File: config.mk
export PLATFORM = sky130hd
export DESIGN_NAME = midpoint_line_rasterizer_unit
export DESIGN_NICKNAME = d
export VERILOG_FILES = /design/src/rtl/mlr_pkg.sv /design/src/rtl/mlr_front.sv /design/src/rtl/mlr_queue.sv /design/src/rtl/mlr_back.sv /design/src/rtl/midpoint_line_rasterizer_unit.sv
export SDC_FILE = /design/constraint.sdc
export NUM_CORES = 1
export LEC_CHECK = 0
export BUFFER_PORTS_ARGS = -buffer_cell sky130_fd_sc_hd__buf_2
export CAP_MARGIN = 30
export CORE_MARGIN = 3
export CORE_UTILIZATION = 45
export DETAILED_ROUTE_END_ITERATION = 8
export PLACE_DENSITY = 0.7
export SYNTH_ARGS = -nofsm -noshare
export SYNTH_HDL_FRONTEND = slang
export SYNTH_SLANG_ARGS = --single-unit
File: constraint.sdc
create_clock -name clk -period 17.43 [get_ports clk]
set_clock_uncertainty 0.1 [all_clocks]
set_input_delay 1.743 -clock clk [delete_from_list [all_inputs] [get_ports clk]]
set_output_delay 1.743 -clock clk [all_outputs]
set_load 0.02 [all_outputs]
File: src/rtl/mlr_pkg.sv
// shared types and constants for the midpoint line rasterizer
// used by every module of the block, no dependencies

package mlr_pkg;

  localparam int COORD_BITS  = 12;
  localparam int DEC_W       = COORD_BITS + 3;
  localparam int IN_TDATA_W  = ((4 * COORD_BITS + 7) / 8) * 8;
  localparam int OUT_TDATA_W = ((2 * COORD_BITS + 7) / 8) * 8;
  localparam int QDEPTH      = 2;
  localparam int QPTR_W      = 1;
  localparam int QCNT_W      = 2;

  typedef logic [COORD_BITS-1:0] coord_t;
  typedef logic signed [DEC_W-1:0] dec_t;

  typedef enum logic {
    ACT_START = 1'b0,
    ACT_STEP  = 1'b1
  } action_t;

  typedef enum logic [2:0] {
    MODE_VERT         = 3'd0,
    MODE_HORIZ        = 3'd1,
    MODE_SHALLOW_UP   = 3'd2,
    MODE_STEEP_UP     = 3'd3,
    MODE_SHALLOW_DOWN = 3'd4,
    MODE_STEEP_DOWN   = 3'd5
  } line_mode_t;

  // one classified word handed from the front to the back
  typedef struct packed {
    action_t    action;
    line_mode_t mode;
    coord_t     x0;
    coord_t     y0;
    coord_t     x1;
    coord_t     y1;
    dec_t       decision;
    dec_t       inc_a;
    dec_t       inc_b;
  } q_entry_t;

endpackage

File: src/rtl/mlr_front.sv
// front end: takes input words, orders endpoints, picks the octant and
// sets up the decision terms; depends on mlr_pkg

module mlr_front (
  input  logic                               in_tvalid,
  output logic                               in_tready,
  input  logic [mlr_pkg::IN_TDATA_W-1:0]     in_tdata,  // start_x, start_y, finish_x, finish_y
  input  logic                               in_tuser,  // action
  output logic                               push_valid,
  input  logic                               push_ready,
  output mlr_pkg::q_entry_t                  push_entry
);

  localparam int CB = mlr_pkg::COORD_BITS;

  mlr_pkg::coord_t sx, sy, fx, fy;
  mlr_pkg::coord_t x0, y0, x1, y1;
  mlr_pkg::dec_t   dx, dy, ndy;

  assign sx = in_tdata[CB-1:0];
  assign sy = in_tdata[2*CB-1:CB];
  assign fx = in_tdata[3*CB-1:2*CB];
  assign fy = in_tdata[4*CB-1:3*CB];

  assign push_valid = in_tvalid;
  assign in_tready  = push_ready;

  always_comb begin
    // order so that x does not decrease
    if (sx > fx) begin
      x0 = fx; y0 = fy; x1 = sx; y1 = sy;
    end else begin
      x0 = sx; y0 = sy; x1 = fx; y1 = fy;
    end
    dx  = mlr_pkg::dec_t'(x1) - mlr_pkg::dec_t'(x0);
    dy  = mlr_pkg::dec_t'(y1) - mlr_pkg::dec_t'(y0);
    ndy = -dy;

    push_entry          = '0;
    push_entry.action   = mlr_pkg::action_t'(in_tuser);
    push_entry.x0       = x0;
    push_entry.y0       = y0;
    push_entry.x1       = x1;
    push_entry.y1       = y1;

    priority if (dx == '0) begin
      push_entry.mode = mlr_pkg::MODE_VERT;
      // vertical lines run upward in y
      if (y0 > y1) begin
        push_entry.y0 = y1;
        push_entry.y1 = y0;
      end
    end else if (dy == '0) begin
      push_entry.mode = mlr_pkg::MODE_HORIZ;
    end else if (!dy[mlr_pkg::DEC_W-1] && dx >= dy) begin
      push_entry.mode     = mlr_pkg::MODE_SHALLOW_UP;
      push_entry.decision = (dy <<< 1) - dx;
      push_entry.inc_a    = dy <<< 1;
      push_entry.inc_b    = (dy - dx) <<< 1;
    end else if (!dy[mlr_pkg::DEC_W-1]) begin
      push_entry.mode     = mlr_pkg::MODE_STEEP_UP;
      push_entry.decision = (dx <<< 1) - dy;
      push_entry.inc_a    = dx <<< 1;
      push_entry.inc_b    = (dx - dy) <<< 1;
    end else if (dx >= ndy) begin
      push_entry.mode     = mlr_pkg::MODE_SHALLOW_DOWN;
      push_entry.decision = (dy <<< 1) + dx;
      push_entry.inc_a    = dy <<< 1;
      push_entry.inc_b    = (dy + dx) <<< 1;
    end else begin
      push_entry.mode     = mlr_pkg::MODE_STEEP_DOWN;
      push_entry.decision = (dx <<< 1) + dy;
      push_entry.inc_a    = dx <<< 1;
      push_entry.inc_b    = (dx + dy) <<< 1;
    end
  end

endmodule

File: src/rtl/mlr_queue.sv
// two-entry queue of classified words between front and back
// depends on mlr_pkg

module mlr_queue (
  input  logic              clk,
  input  logic              rst_n,
  input  logic              push_valid,
  output logic              push_ready,
  input  mlr_pkg::q_entry_t push_entry,
  output logic              pop_valid,
  input  logic              pop_ready,
  output mlr_pkg::q_entry_t pop_entry
);

  mlr_pkg::q_entry_t                   mem_r [mlr_pkg::QDEPTH];
  logic [mlr_pkg::QPTR_W-1:0]          wr_ptr_r, rd_ptr_r;
  logic [mlr_pkg::QCNT_W-1:0]          count_r, count_nxt;
  logic                                do_push, do_pop;

  assign push_ready = (count_r != mlr_pkg::QCNT_W'(mlr_pkg::QDEPTH));
  assign pop_valid  = (count_r != '0);
  assign pop_entry  = mem_r[rd_ptr_r];
  assign do_push    = push_valid && push_ready;
  assign do_pop     = pop_valid && pop_ready;

  always_comb begin
    count_nxt = count_r;
    if (do_push && !do_pop) count_nxt = count_r + 1'b1;
    else if (!do_push && do_pop) count_nxt = count_r - 1'b1;
  end

  always_ff @(posedge clk) begin
    if (!rst_n) begin
      wr_ptr_r <= '0;
      rd_ptr_r <= '0;
      count_r  <= '0;
    end else begin
      if (do_push) wr_ptr_r <= wr_ptr_r + 1'b1;
      if (do_pop)  rd_ptr_r <= rd_ptr_r + 1'b1;
      count_r <= count_nxt;
    end
  end

  always_ff @(posedge clk) begin
    if (do_push) mem_r[wr_ptr_r] <= push_entry;
  end

`ifndef SYNTHESIS
  a_count_bound: assert property (@(posedge clk) disable iff (!rst_n)
    count_r <= mlr_pkg::QCNT_W'(mlr_pkg::QDEPTH))
    else $error("queue count above depth");
`endif

endmodule

File: src/rtl/mlr_back.sv
// back end: holds the segment state, runs the midpoint step and keeps the
// output register; depends on mlr_pkg

module mlr_back (
  input  logic                              clk,
  input  logic                              rst_n,
  input  logic                              q_valid,
  output logic                              q_pop,
  input  mlr_pkg::q_entry_t                 q_entry,
  output logic                              out_tvalid,
  input  logic                              out_tready,
  output logic [mlr_pkg::OUT_TDATA_W-1:0]   out_tdata,  // pixel_x, pixel_y
  output logic                              out_tuser,  // pixel_valid
  output logic                              out_tlast   // last_pixel
);

  mlr_pkg::coord_t     cur_x_r, cur_y_r, tgt_x_r, tgt_y_r;
  mlr_pkg::coord_t     cur_x_nxt, cur_y_nxt, tgt_x_nxt, tgt_y_nxt;
  mlr_pkg::dec_t       dec_r, inc_a_r, inc_b_r;
  mlr_pkg::dec_t       dec_nxt, inc_a_nxt, inc_b_nxt;
  mlr_pkg::line_mode_t mode_r, mode_nxt;
  logic                busy_r, busy_nxt;

  mlr_pkg::coord_t     pix_x_r, pix_y_r, pix_x_nxt, pix_y_nxt;
  logic                pvalid_r, plast_r, pvalid_nxt, plast_nxt;
  logic                out_valid_r;
  logic                fire, dec_le0, last;

  assign fire    = q_valid && (!out_valid_r || out_tready);
  assign q_pop   = fire;
  assign dec_le0 = dec_r[mlr_pkg::DEC_W-1] || (dec_r == '0);

  always_comb begin
    cur_x_nxt  = cur_x_r;
    cur_y_nxt  = cur_y_r;
    tgt_x_nxt  = tgt_x_r;
    tgt_y_nxt  = tgt_y_r;
    dec_nxt    = dec_r;
    inc_a_nxt  = inc_a_r;
    inc_b_nxt  = inc_b_r;
    mode_nxt   = mode_r;
    busy_nxt   = busy_r;
    pix_x_nxt  = '0;
    pix_y_nxt  = '0;
    pvalid_nxt = 1'b0;
    plast_nxt  = 1'b0;
    last       = 1'b0;

    if (q_entry.action == mlr_pkg::ACT_START) begin
      cur_x_nxt  = q_entry.x0;
      cur_y_nxt  = q_entry.y0;
      tgt_x_nxt  = q_entry.x1;
      tgt_y_nxt  = q_entry.y1;
      dec_nxt    = q_entry.decision;
      inc_a_nxt  = q_entry.inc_a;
      inc_b_nxt  = q_entry.inc_b;
      mode_nxt   = q_entry.mode;
      last       = (q_entry.x0 == q_entry.x1) && (q_entry.y0 == q_entry.y1);
      busy_nxt   = !last;
      pix_x_nxt  = q_entry.x0;
      pix_y_nxt  = q_entry.y0;
      pvalid_nxt = 1'b1;
      plast_nxt  = last;
    end else if (busy_r) begin
      pvalid_nxt = 1'b1;
      unique case (mode_r)
        mlr_pkg::MODE_VERT: begin
          cur_y_nxt = cur_y_r + 1'b1;
          last      = (cur_y_nxt == tgt_y_r);
        end
        mlr_pkg::MODE_HORIZ: begin
          cur_x_nxt = cur_x_r + 1'b1;
          last      = (cur_x_nxt == tgt_x_r);
        end
        mlr_pkg::MODE_SHALLOW_UP: begin
          if (dec_le0) begin
            dec_nxt = dec_r + inc_a_r;
          end else begin
            dec_nxt   = dec_r + inc_b_r;
            cur_y_nxt = cur_y_r + 1'b1;
          end
          cur_x_nxt = cur_x_r + 1'b1;
          last      = (cur_x_nxt == tgt_x_r);
        end
        mlr_pkg::MODE_STEEP_UP: begin
          if (dec_le0) begin
            dec_nxt = dec_r + inc_a_r;
          end else begin
            dec_nxt   = dec_r + inc_b_r;
            cur_x_nxt = cur_x_r + 1'b1;
          end
          cur_y_nxt = cur_y_r + 1'b1;
          last      = (cur_y_nxt == tgt_y_r);
        end
        mlr_pkg::MODE_SHALLOW_DOWN: begin
          // mirrored rule: straight while the decision is positive
          if (!dec_le0) begin
            dec_nxt = dec_r + inc_a_r;
          end else begin
            dec_nxt   = dec_r + inc_b_r;
            cur_y_nxt = cur_y_r - 1'b1;
          end
          cur_x_nxt = cur_x_r + 1'b1;
          last      = (cur_x_nxt == tgt_x_r);
        end
        mlr_pkg::MODE_STEEP_DOWN: begin
          if (dec_le0) begin
            dec_nxt = dec_r + inc_a_r;
          end else begin
            dec_nxt   = dec_r + inc_b_r;
            cur_x_nxt = cur_x_r + 1'b1;
          end
          cur_y_nxt = cur_y_r - 1'b1;
          last      = (cur_y_nxt == tgt_y_r);
        end
        default: begin
          busy_nxt   = 1'b0;
          pvalid_nxt = 1'b0;
        end
      endcase
      if (pvalid_nxt) begin
        if (last) busy_nxt = 1'b0;
        pix_x_nxt = cur_x_nxt;
        pix_y_nxt = cur_y_nxt;
        plast_nxt = last;
      end
    end
  end

  always_ff @(posedge clk) begin
    if (!rst_n) begin
      busy_r      <= 1'b0;
      out_valid_r <= 1'b0;
    end else begin
      if (fire) begin
        busy_r      <= busy_nxt;
        out_valid_r <= 1'b1;
      end else if (out_tready) begin
        out_valid_r <= 1'b0;
      end
    end
  end

  always_ff @(posedge clk) begin
    if (fire) begin
      cur_x_r  <= cur_x_nxt;
      cur_y_r  <= cur_y_nxt;
      tgt_x_r  <= tgt_x_nxt;
      tgt_y_r  <= tgt_y_nxt;
      dec_r    <= dec_nxt;
      inc_a_r  <= inc_a_nxt;
      inc_b_r  <= inc_b_nxt;
      mode_r   <= mode_nxt;
      pix_x_r  <= pix_x_nxt;
      pix_y_r  <= pix_y_nxt;
      pvalid_r <= pvalid_nxt;
      plast_r  <= plast_nxt;
    end
  end

  assign out_tvalid = out_valid_r;
  assign out_tdata  = mlr_pkg::OUT_TDATA_W'({pix_y_r, pix_x_r});
  assign out_tuser  = pvalid_r;
  assign out_tlast  = plast_r;

`ifndef SYNTHESIS
  a_idle_step_empty: assert property (@(posedge clk) disable iff (!rst_n)
    fire && (q_entry.action == mlr_pkg::ACT_STEP) && !busy_r
      |=> !out_tuser && !out_tlast && (out_tdata == '0))
    else $error("step while idle produced a pixel");

  a_last_is_pixel: assert property (@(posedge clk) disable iff (!rst_n)
    out_tvalid && out_tlast |-> out_tuser)
    else $error("last flag without a valid pixel");

  a_last_clears_busy: assert property (@(posedge clk) disable iff (!rst_n)
    fire && plast_nxt |=> !busy_r)
    else $error("segment still busy after its last pixel");
`endif

endmodule

File: src/rtl/midpoint_line_rasterizer_unit.sv
// midpoint line rasterizer: streaming input of start/step words, one
// pixel word out for each input word.
//
// in_*  : in_tuser is the action (0 start a segment, 1 step to the next
//         pixel); in_tdata carries start_x, start_y, finish_x, finish_y.
// out_* : out_tdata carries pixel_x, pixel_y; out_tuser is pixel_valid
//         (low when a step arrives with no segment active, coordinates
//         then zero); out_tlast marks the segment's final endpoint.
// a start word yields the first pixel at once; each step word yields the
// next pixel. a start while a segment runs drops the old segment.
// with the queue empty, an input word that is taken is first written into the
// queue and from there loads the output register, which drives out_tvalid.
// throughput: one word per clock while the output is not stalled; the back
// end computes each midpoint step combinationally into its registers.
// reset: the queue empties, out_tvalid clears and the block is idle with no
// segment active.
// when out_tready is low the output register holds its word, the two-entry
// queue fills, and in_tready drops once both entries are taken.
// depends on mlr_pkg, mlr_front, mlr_queue, mlr_back

module midpoint_line_rasterizer_unit (
  input  logic                              clk,
  input  logic                              rst_n,
  input  logic                              in_tvalid,
  output logic                              in_tready,
  input  logic [mlr_pkg::IN_TDATA_W-1:0]    in_tdata,   // start_x, start_y, finish_x, finish_y
  input  logic                              in_tuser,   // action
  output logic                              out_tvalid,
  input  logic                              out_tready,
  output logic [mlr_pkg::OUT_TDATA_W-1:0]   out_tdata,  // pixel_x, pixel_y
  output logic                              out_tuser,  // pixel_valid
  output logic                              out_tlast   // last_pixel
);

  logic              push_valid, push_ready, pop_valid, pop_ready;
  mlr_pkg::q_entry_t push_entry, pop_entry;

  mlr_front u_front (
    .in_tvalid  (in_tvalid),
    .in_tready  (in_tready),
    .in_tdata   (in_tdata),
    .in_tuser   (in_tuser),
    .push_valid (push_valid),
    .push_ready (push_ready),
    .push_entry (push_entry)
  );

  mlr_queue u_queue (
    .clk        (clk),
    .rst_n      (rst_n),
    .push_valid (push_valid),
    .push_ready (push_ready),
    .push_entry (push_entry),
    .pop_valid  (pop_valid),
    .pop_ready  (pop_ready),
    .pop_entry  (pop_entry)
  );

  mlr_back u_back (
    .clk        (clk),
    .rst_n      (rst_n),
    .q_valid    (pop_valid),
    .q_pop      (pop_ready),
    .q_entry    (pop_entry),
    .out_tvalid (out_tvalid),
    .out_tready (out_tready),
    .out_tdata  (out_tdata),
    .out_tuser  (out_tuser),
    .out_tlast  (out_tlast)
  );

endmodule
### Word-level counts from Yosys, hierarchy flattened

Memory sizes are Yosys's and may differ from the RTL's. A register that Yosys moved wholly into a read port is not among the register bits.
Cells that the tools add are included.

* flip-flop bits (word level): 128
* RAM bits: 194
* bits of input ports: 53
* output and inout bits: 28
* memories: 1

* $add $sub $neg: 19
* magnitude comparators: 4
* equality and inequality tests: 13
* muxes and demuxes: 60
* bitwise logic cells: 1
* reductions and logical operators: 29

Memory list
* u_queue.mem_r: depth 2, bits a word 97, rd ports 1, clocked after memory_dff 1, write ports 1, RTL line mlr_queue.sv:15 `mlr_pkg::q_entry_t mem_r [mlr_pkg::QDEPTH];`

Operators with widths (number)
* two-way mux 12 bit: 21
* two-way mux 45 bit: 5
* == test 12 bit: 5
* two-way mux 15 bit: 4
* case mux 12 bit (4 select lines): 1
* logical NOT 15 bit: 3
* adder 14 x 13 -> 15 bit: 2
* adder 15 bit: 2
* case mux 15 bit (2 select lines): 1
* subtractor 14 x 13 -> 15 bit: 2
* subtractor 13 x 13 -> 14 bit: 2
* subtractor 12 x 12 -> 13 bit: 2
* adder 12 x 1 -> 12 bit (second input constant): 2
* > comparator 12 bit: 2
* case mux 12 bit (2 select lines): 1
* two-way mux 1 bit: 20
* greater-or-equal comparator 13 x 15 -> 1 bit: 1
* negation 13 -> 15 bit: 1
* adder 13 x 13 -> 14 bit: 1
* greater-or-equal comparator 13 bit: 1
* two-way mux 3 bit: 4
* subtractor 12 x 1 -> 12 bit (second input constant): 1
* logical AND 1 bit: 7
* == test 3 x 2 -> 1 bit (second input constant): 2
* 19 further kinds: 33

### Depth between registers and ports, before layout

* depth in word-level cells: 10
* depth in mapped cells: 34

### By module

From an unflattened synthesis, not the netlist that was laid out.

* cell total of the unflattened synthesis: 2178
* area total of the unflattened synthesis: 22868.2 um^2

Modules (own cells, without submodules)
* mlr_front: times used 1, cells each 1153, area each 7917.6 um^2, seq. area each 0.0 um^2
* mlr_back: times used 1, cells each 699, area each 7591.0 um^2, seq. area each 3703.6 um^2
* mlr_queue: times used 1, cells each 326, area each 7359.6 um^2, seq. area each 5925.7 um^2

### Worst setup path after synthesis

No wires, ideal clock.

* path kind: input port to flip-flop
* start point: in in_tdata[28] (netlist name)
* end point: mem u_queue.mem_r[0][22] (netlist name), data pin
* arrival time: 8451 ps
* setup slack: 8622 ps
* stages: 32
* path buffers: 8
* path through: inv_1 ha_1 clkbuf_1 and4_1 nand3_1 o31ai_1 buf_2 buf_1 clkbuf_1 a22oi_1 ha_1 o21ai_0 and2_1 clkbuf_1 o211ai_1 or4_1 or3_1 buf_2 or4_1 nand2_1 ha_1 nand4_1 or2_2 o32ai_1 a21oi_1 o21a_1 clkbuf_1 mux2i_1 clkbuf_1 nor2_1 a21oi_1 nor2_2

RTL lines
* from (decl): RTL line midpoint_line_rasterizer_unit.sv:26 `input logic [mlr_pkg::IN_TDATA_W-1:0] in_tdata,`
* to (decl): RTL line mlr_queue.sv:15

==> flow_summary.ini <==
[synth]
ys.flop_type = edfxtp_1
synth-seq-cells = 314
synth_cell_type_count = 81
synth_warnings = 0
synth_top_cell_area_share_pct = 41.9
async_reset_ff_share_pct = 0
synth_top_cell_by_area = edfxtp_1
syn_nets = 2361
syn-cell-area_um2 = 22000
syn_avg_cell_area_um2 = 10.2
synth_edf_count = 307
synth_cells = 2153
ys_top_cells_by_area = edfxtp_1 (42%), ha_1 (8.3%), mux2_2 (4.8%), xnor2_1 (4.6%), a21oi_1 (3.3%)
yosysSeqAreaShare_pct = 42.5

[clock_tree]
cts.clk_slew.worst_paths_ns = 0.06
ctsRootBufferMaster = clkbuf_16
cts_made_buffers = 34
cts_tree = yes
post_cts_resize_count = 0
clockBufferDepth = 3
cts.sinks = 314
cts_setup_buffers = 0
clk_latency_ns = 0.55
holdBufCountCts = 0
cts-htree-levels = 2

[timing]
setup_slack_ns = 8.18
slew_headroom_pct = 28.2
finalSetupTns_ns = 0
finalMaxSlewViolations = 0
period_share_pct = 53.1
rsz0062_at_grt = no
hold_viol = 0
setup_violations = 0
period_needed_ns = 9.25
whs_ns = 0.434
fmax_mhz = 108
worst_slew_pin_slew_ns = 1.05

[critical_path]
crit_start = in_tdata[27]
crit_type = in2reg
crit_end = u_queue.mem_r[1][25]
critPathMaxFanout = 45
required_ns = 17.60
arrival_ns = 9.42
cp-end-kind = flop
reg2reg_depth = 10
start_kind = input pin
r2r-end = u_back.busy_r
rrSetupSlack_ns = 13.64

[pwr]
peakVddDrop_v = 0.0000798
powerDensity_nw_per_um2 = 170
power_mw = 4.10
p_leak_nw = 9.05

[grt]
grt_usage_pct = 22.5
gr-total-overflow = 0
grt_max_degree = 62
grt_pass1_wl_um = 90600
antenna_found_initial = 6
grt_pass1_vias = 16100

[floorplan]
io_pins = 81
die_w_um = 227
coreArea_um2 = 48000
rows = 80
dieArea_um2 = 51600
die_y_um = 227
start_util_pct = 45.8

[placement]
dp.cells = 2784
postPlaceCellArea_um2 = 23100
gp_congestion = 0.932
dp_worst_setup_slack_ns = 7.76
io_buffer_count = 80
dp_hpwl_um = 43000

[finish]
multiInputGateArea_um2 = 11900
layout-drive-gt1-share_pct = 15.0
regArea_um2 = 9360
design_area_um2 = 24200
nFillCells = 4226
syn_to_final_growth_pct = 10.0
fin_util_pct = 50.4
nets = 2414
instances_no_fill = 2847

[route]
drt_wl_total_um = 58500
drc_errors = 0
via_count = 16800
dr.pass1.iters = 6
via_per_inst = 5.91
antenna_left = 0
wl_per_cell_um = 20.5
drtIter0Drc = 1509

[hold_path]
hold_path_class = reg2reg

[run]
cap_violations = 0

[status]
status = completed
power breakdown:
group / switching (mW) / total [mW] / leakage [nW] / internal [mW]
Combinational: 1.28 / 2.11 / 5.62 / 0.837
Clock: 0.292 / 0.668 / 0.498 / 0.376
Sequential: 0.128 / 1.32 / 2.93 / 1.20
synth_stat cells (6+ instances only):
| master | n |
|---|---|
| a21boi_0 | 11 |
| nand3_1 | 41 |
| a21oi_1 | 143 |
| ha_1 | 146 |
| a21o_1 | 32 |
| nor2_1 | 152 |
| and2_1 | 41 |
| buf_2 | 9 |
| a211oi_1 | 27 |
| o21bai_1 | 30 |
| nand4_1 | 17 |
| nor3b_1 | 7 |
| and3_1 | 15 |
| dfxtp_1 | 7 |
| maj3_1 | 9 |
| o31a_1 | 7 |
| clkbuf_1 | 74 |
| o21a_1 | 16 |
| a221oi_1 | 7 |
| xnor2_1 | 115 |
| o311ai_0 | 16 |
| nor2b_1 | 35 |
| or3_1 | 16 |
| buf_1 | 12 |
| a211oi_2 | 7 |
| a31oi_1 | 12 |
| fa_1 | 9 |
| nor4_1 | 23 |
| mux2i_1 | 60 |
| or2_2 | 8 |
| nor2_2 | 28 |
| nand2b_1 | 28 |
| xor2_1 | 49 |
| nand2_1 | 142 |
| or4_1 | 6 |
| edfxtp_1 | 307 |
| o211ai_1 | 16 |
| a22oi_1 | 8 |
| nor3_1 | 57 |
| o21ai_0 | 99 |
| mux2_2 | 94 |
| inv_1 | 104 |
| o31ai_1 | 15 |
layout by cell type, fill, tap and decap left out, types with 12 or more instances in the layout:
cell / count
a211oi_1: 25
a21o_1: 32
a21oi_1: 141
a31oi_1: 12
and2_1: 41
and3_1: 14
buf_2: 80
buf_4: 38
clkbuf_16: 34
edfxtp_1: 307
ha_1: 146
inv_1: 104
mux2_2: 94
mux2i_1: 58
nand2_1: 142
nand2b_1: 28
nand3_1: 41
nand4_1: 17
nor2_1: 150
nor2_2: 28
nor2b_1: 35
nor3_1: 56
nor4_1: 23
o211ai_1: 16
o21a_1: 16
o21ai_0: 99
o21bai_1: 30
o311ai_0: 15
o31ai_1: 13
or3_1: 16
xnor2_1: 115
xor2_1: 48
state kept, by name (all words and copies together) (netlist names), 3 cells and up, named ones only:
name	cells
u_back.inc_b_r	14
u_queue.mem_r	188
u_back.tgt_x_r	12
u_back.cur_x_r	12
u_back.pix_y_r	12
u_back.cur_y_r	12
u_back.pix_x_r	12
u_back.tgt_y_r	12
u_back.dec_r	15
u_back.mode_r	3
u_back.inc_a_r	13
per-layer routing:
layer / track usage (%) / share of wire (%)
met5: 0 / 0
met4: 7.09 / 2.5
met3: 2.95 / 7.0
met2: 34.9 / 44
met1: 32.9 / 46
worst min-delay path by stage:
stage / start / end / cells after the start
after floorplan: u_queue.count_r[1] / u_queue.count_r[1] / 2
after global placement: u_queue.count_r[1] / u_queue.count_r[1] / 2
after detailed placement: u_queue.count_r[1] / u_queue.count_r[1] / 2
after CTS: u_queue.mem_r[1][1] / u_back.inc_b_r[1] / 1
after global routing: u_queue.mem_r[0][1] / u_back.inc_b_r[1] / 1
final: u_queue.count_r[1] / u_queue.count_r[1] / 2
critical path, stage by stage:
cell     delay, ns
buf_2         0.09
inv_1         0.06
ha_1          0.49
and2_1        0.26
o21ai_1       0.14
a211o_1       0.41
a31oi_4       0.17
buf_4         0.46
mux2i_1       0.25
or2_1         0.31
and4_1        0.20
or4_1         0.77
or4_1         0.59
or3_1         0.46
or4_1         0.48
nand2_1       0.10
ha_1          0.14
nand4_1       0.10
or2_2         0.34
o32ai_1       0.34
a21oi_1       0.10
o21a_1        0.42
mux2i_2       0.30
buf_4         0.35
nor2_1        0.10
a21oi_1       0.18
nor2_2        0.05
final cells by class:
| cell class | instances | area share [%] |
|---|---|---|
| antenna | 6 | 0.0620 |
| clock buffer | 38 | 3.58 |
| clock inverter | 18 | 0.677 |
| inverter | 105 | 1.63 |
| multi-input combinational | 1632 | 49.3 |
| sequential | 314 | 38.7 |
| tap | 615 | 3.18 |
| timing repair buffer | 119 | 2.95 |
kinds of logic (layout without fill, tap and decap cells):
group,Yosys count,in the layout,share of synthesized area (%)
AND/OR/NAND/NOR,631,631,14.3
XOR/XNOR,164,164,6.53
adder cells (fa/ha/maj),164,164,9.53
buffers and inverters,207,280,3.79
flip-flops,314,314,42.5
multiplexers,154,154,7.54
other,0,6,0
AO/OA/AOI/OAI,519,519,15.8
(Power assumes the default switching activity.)
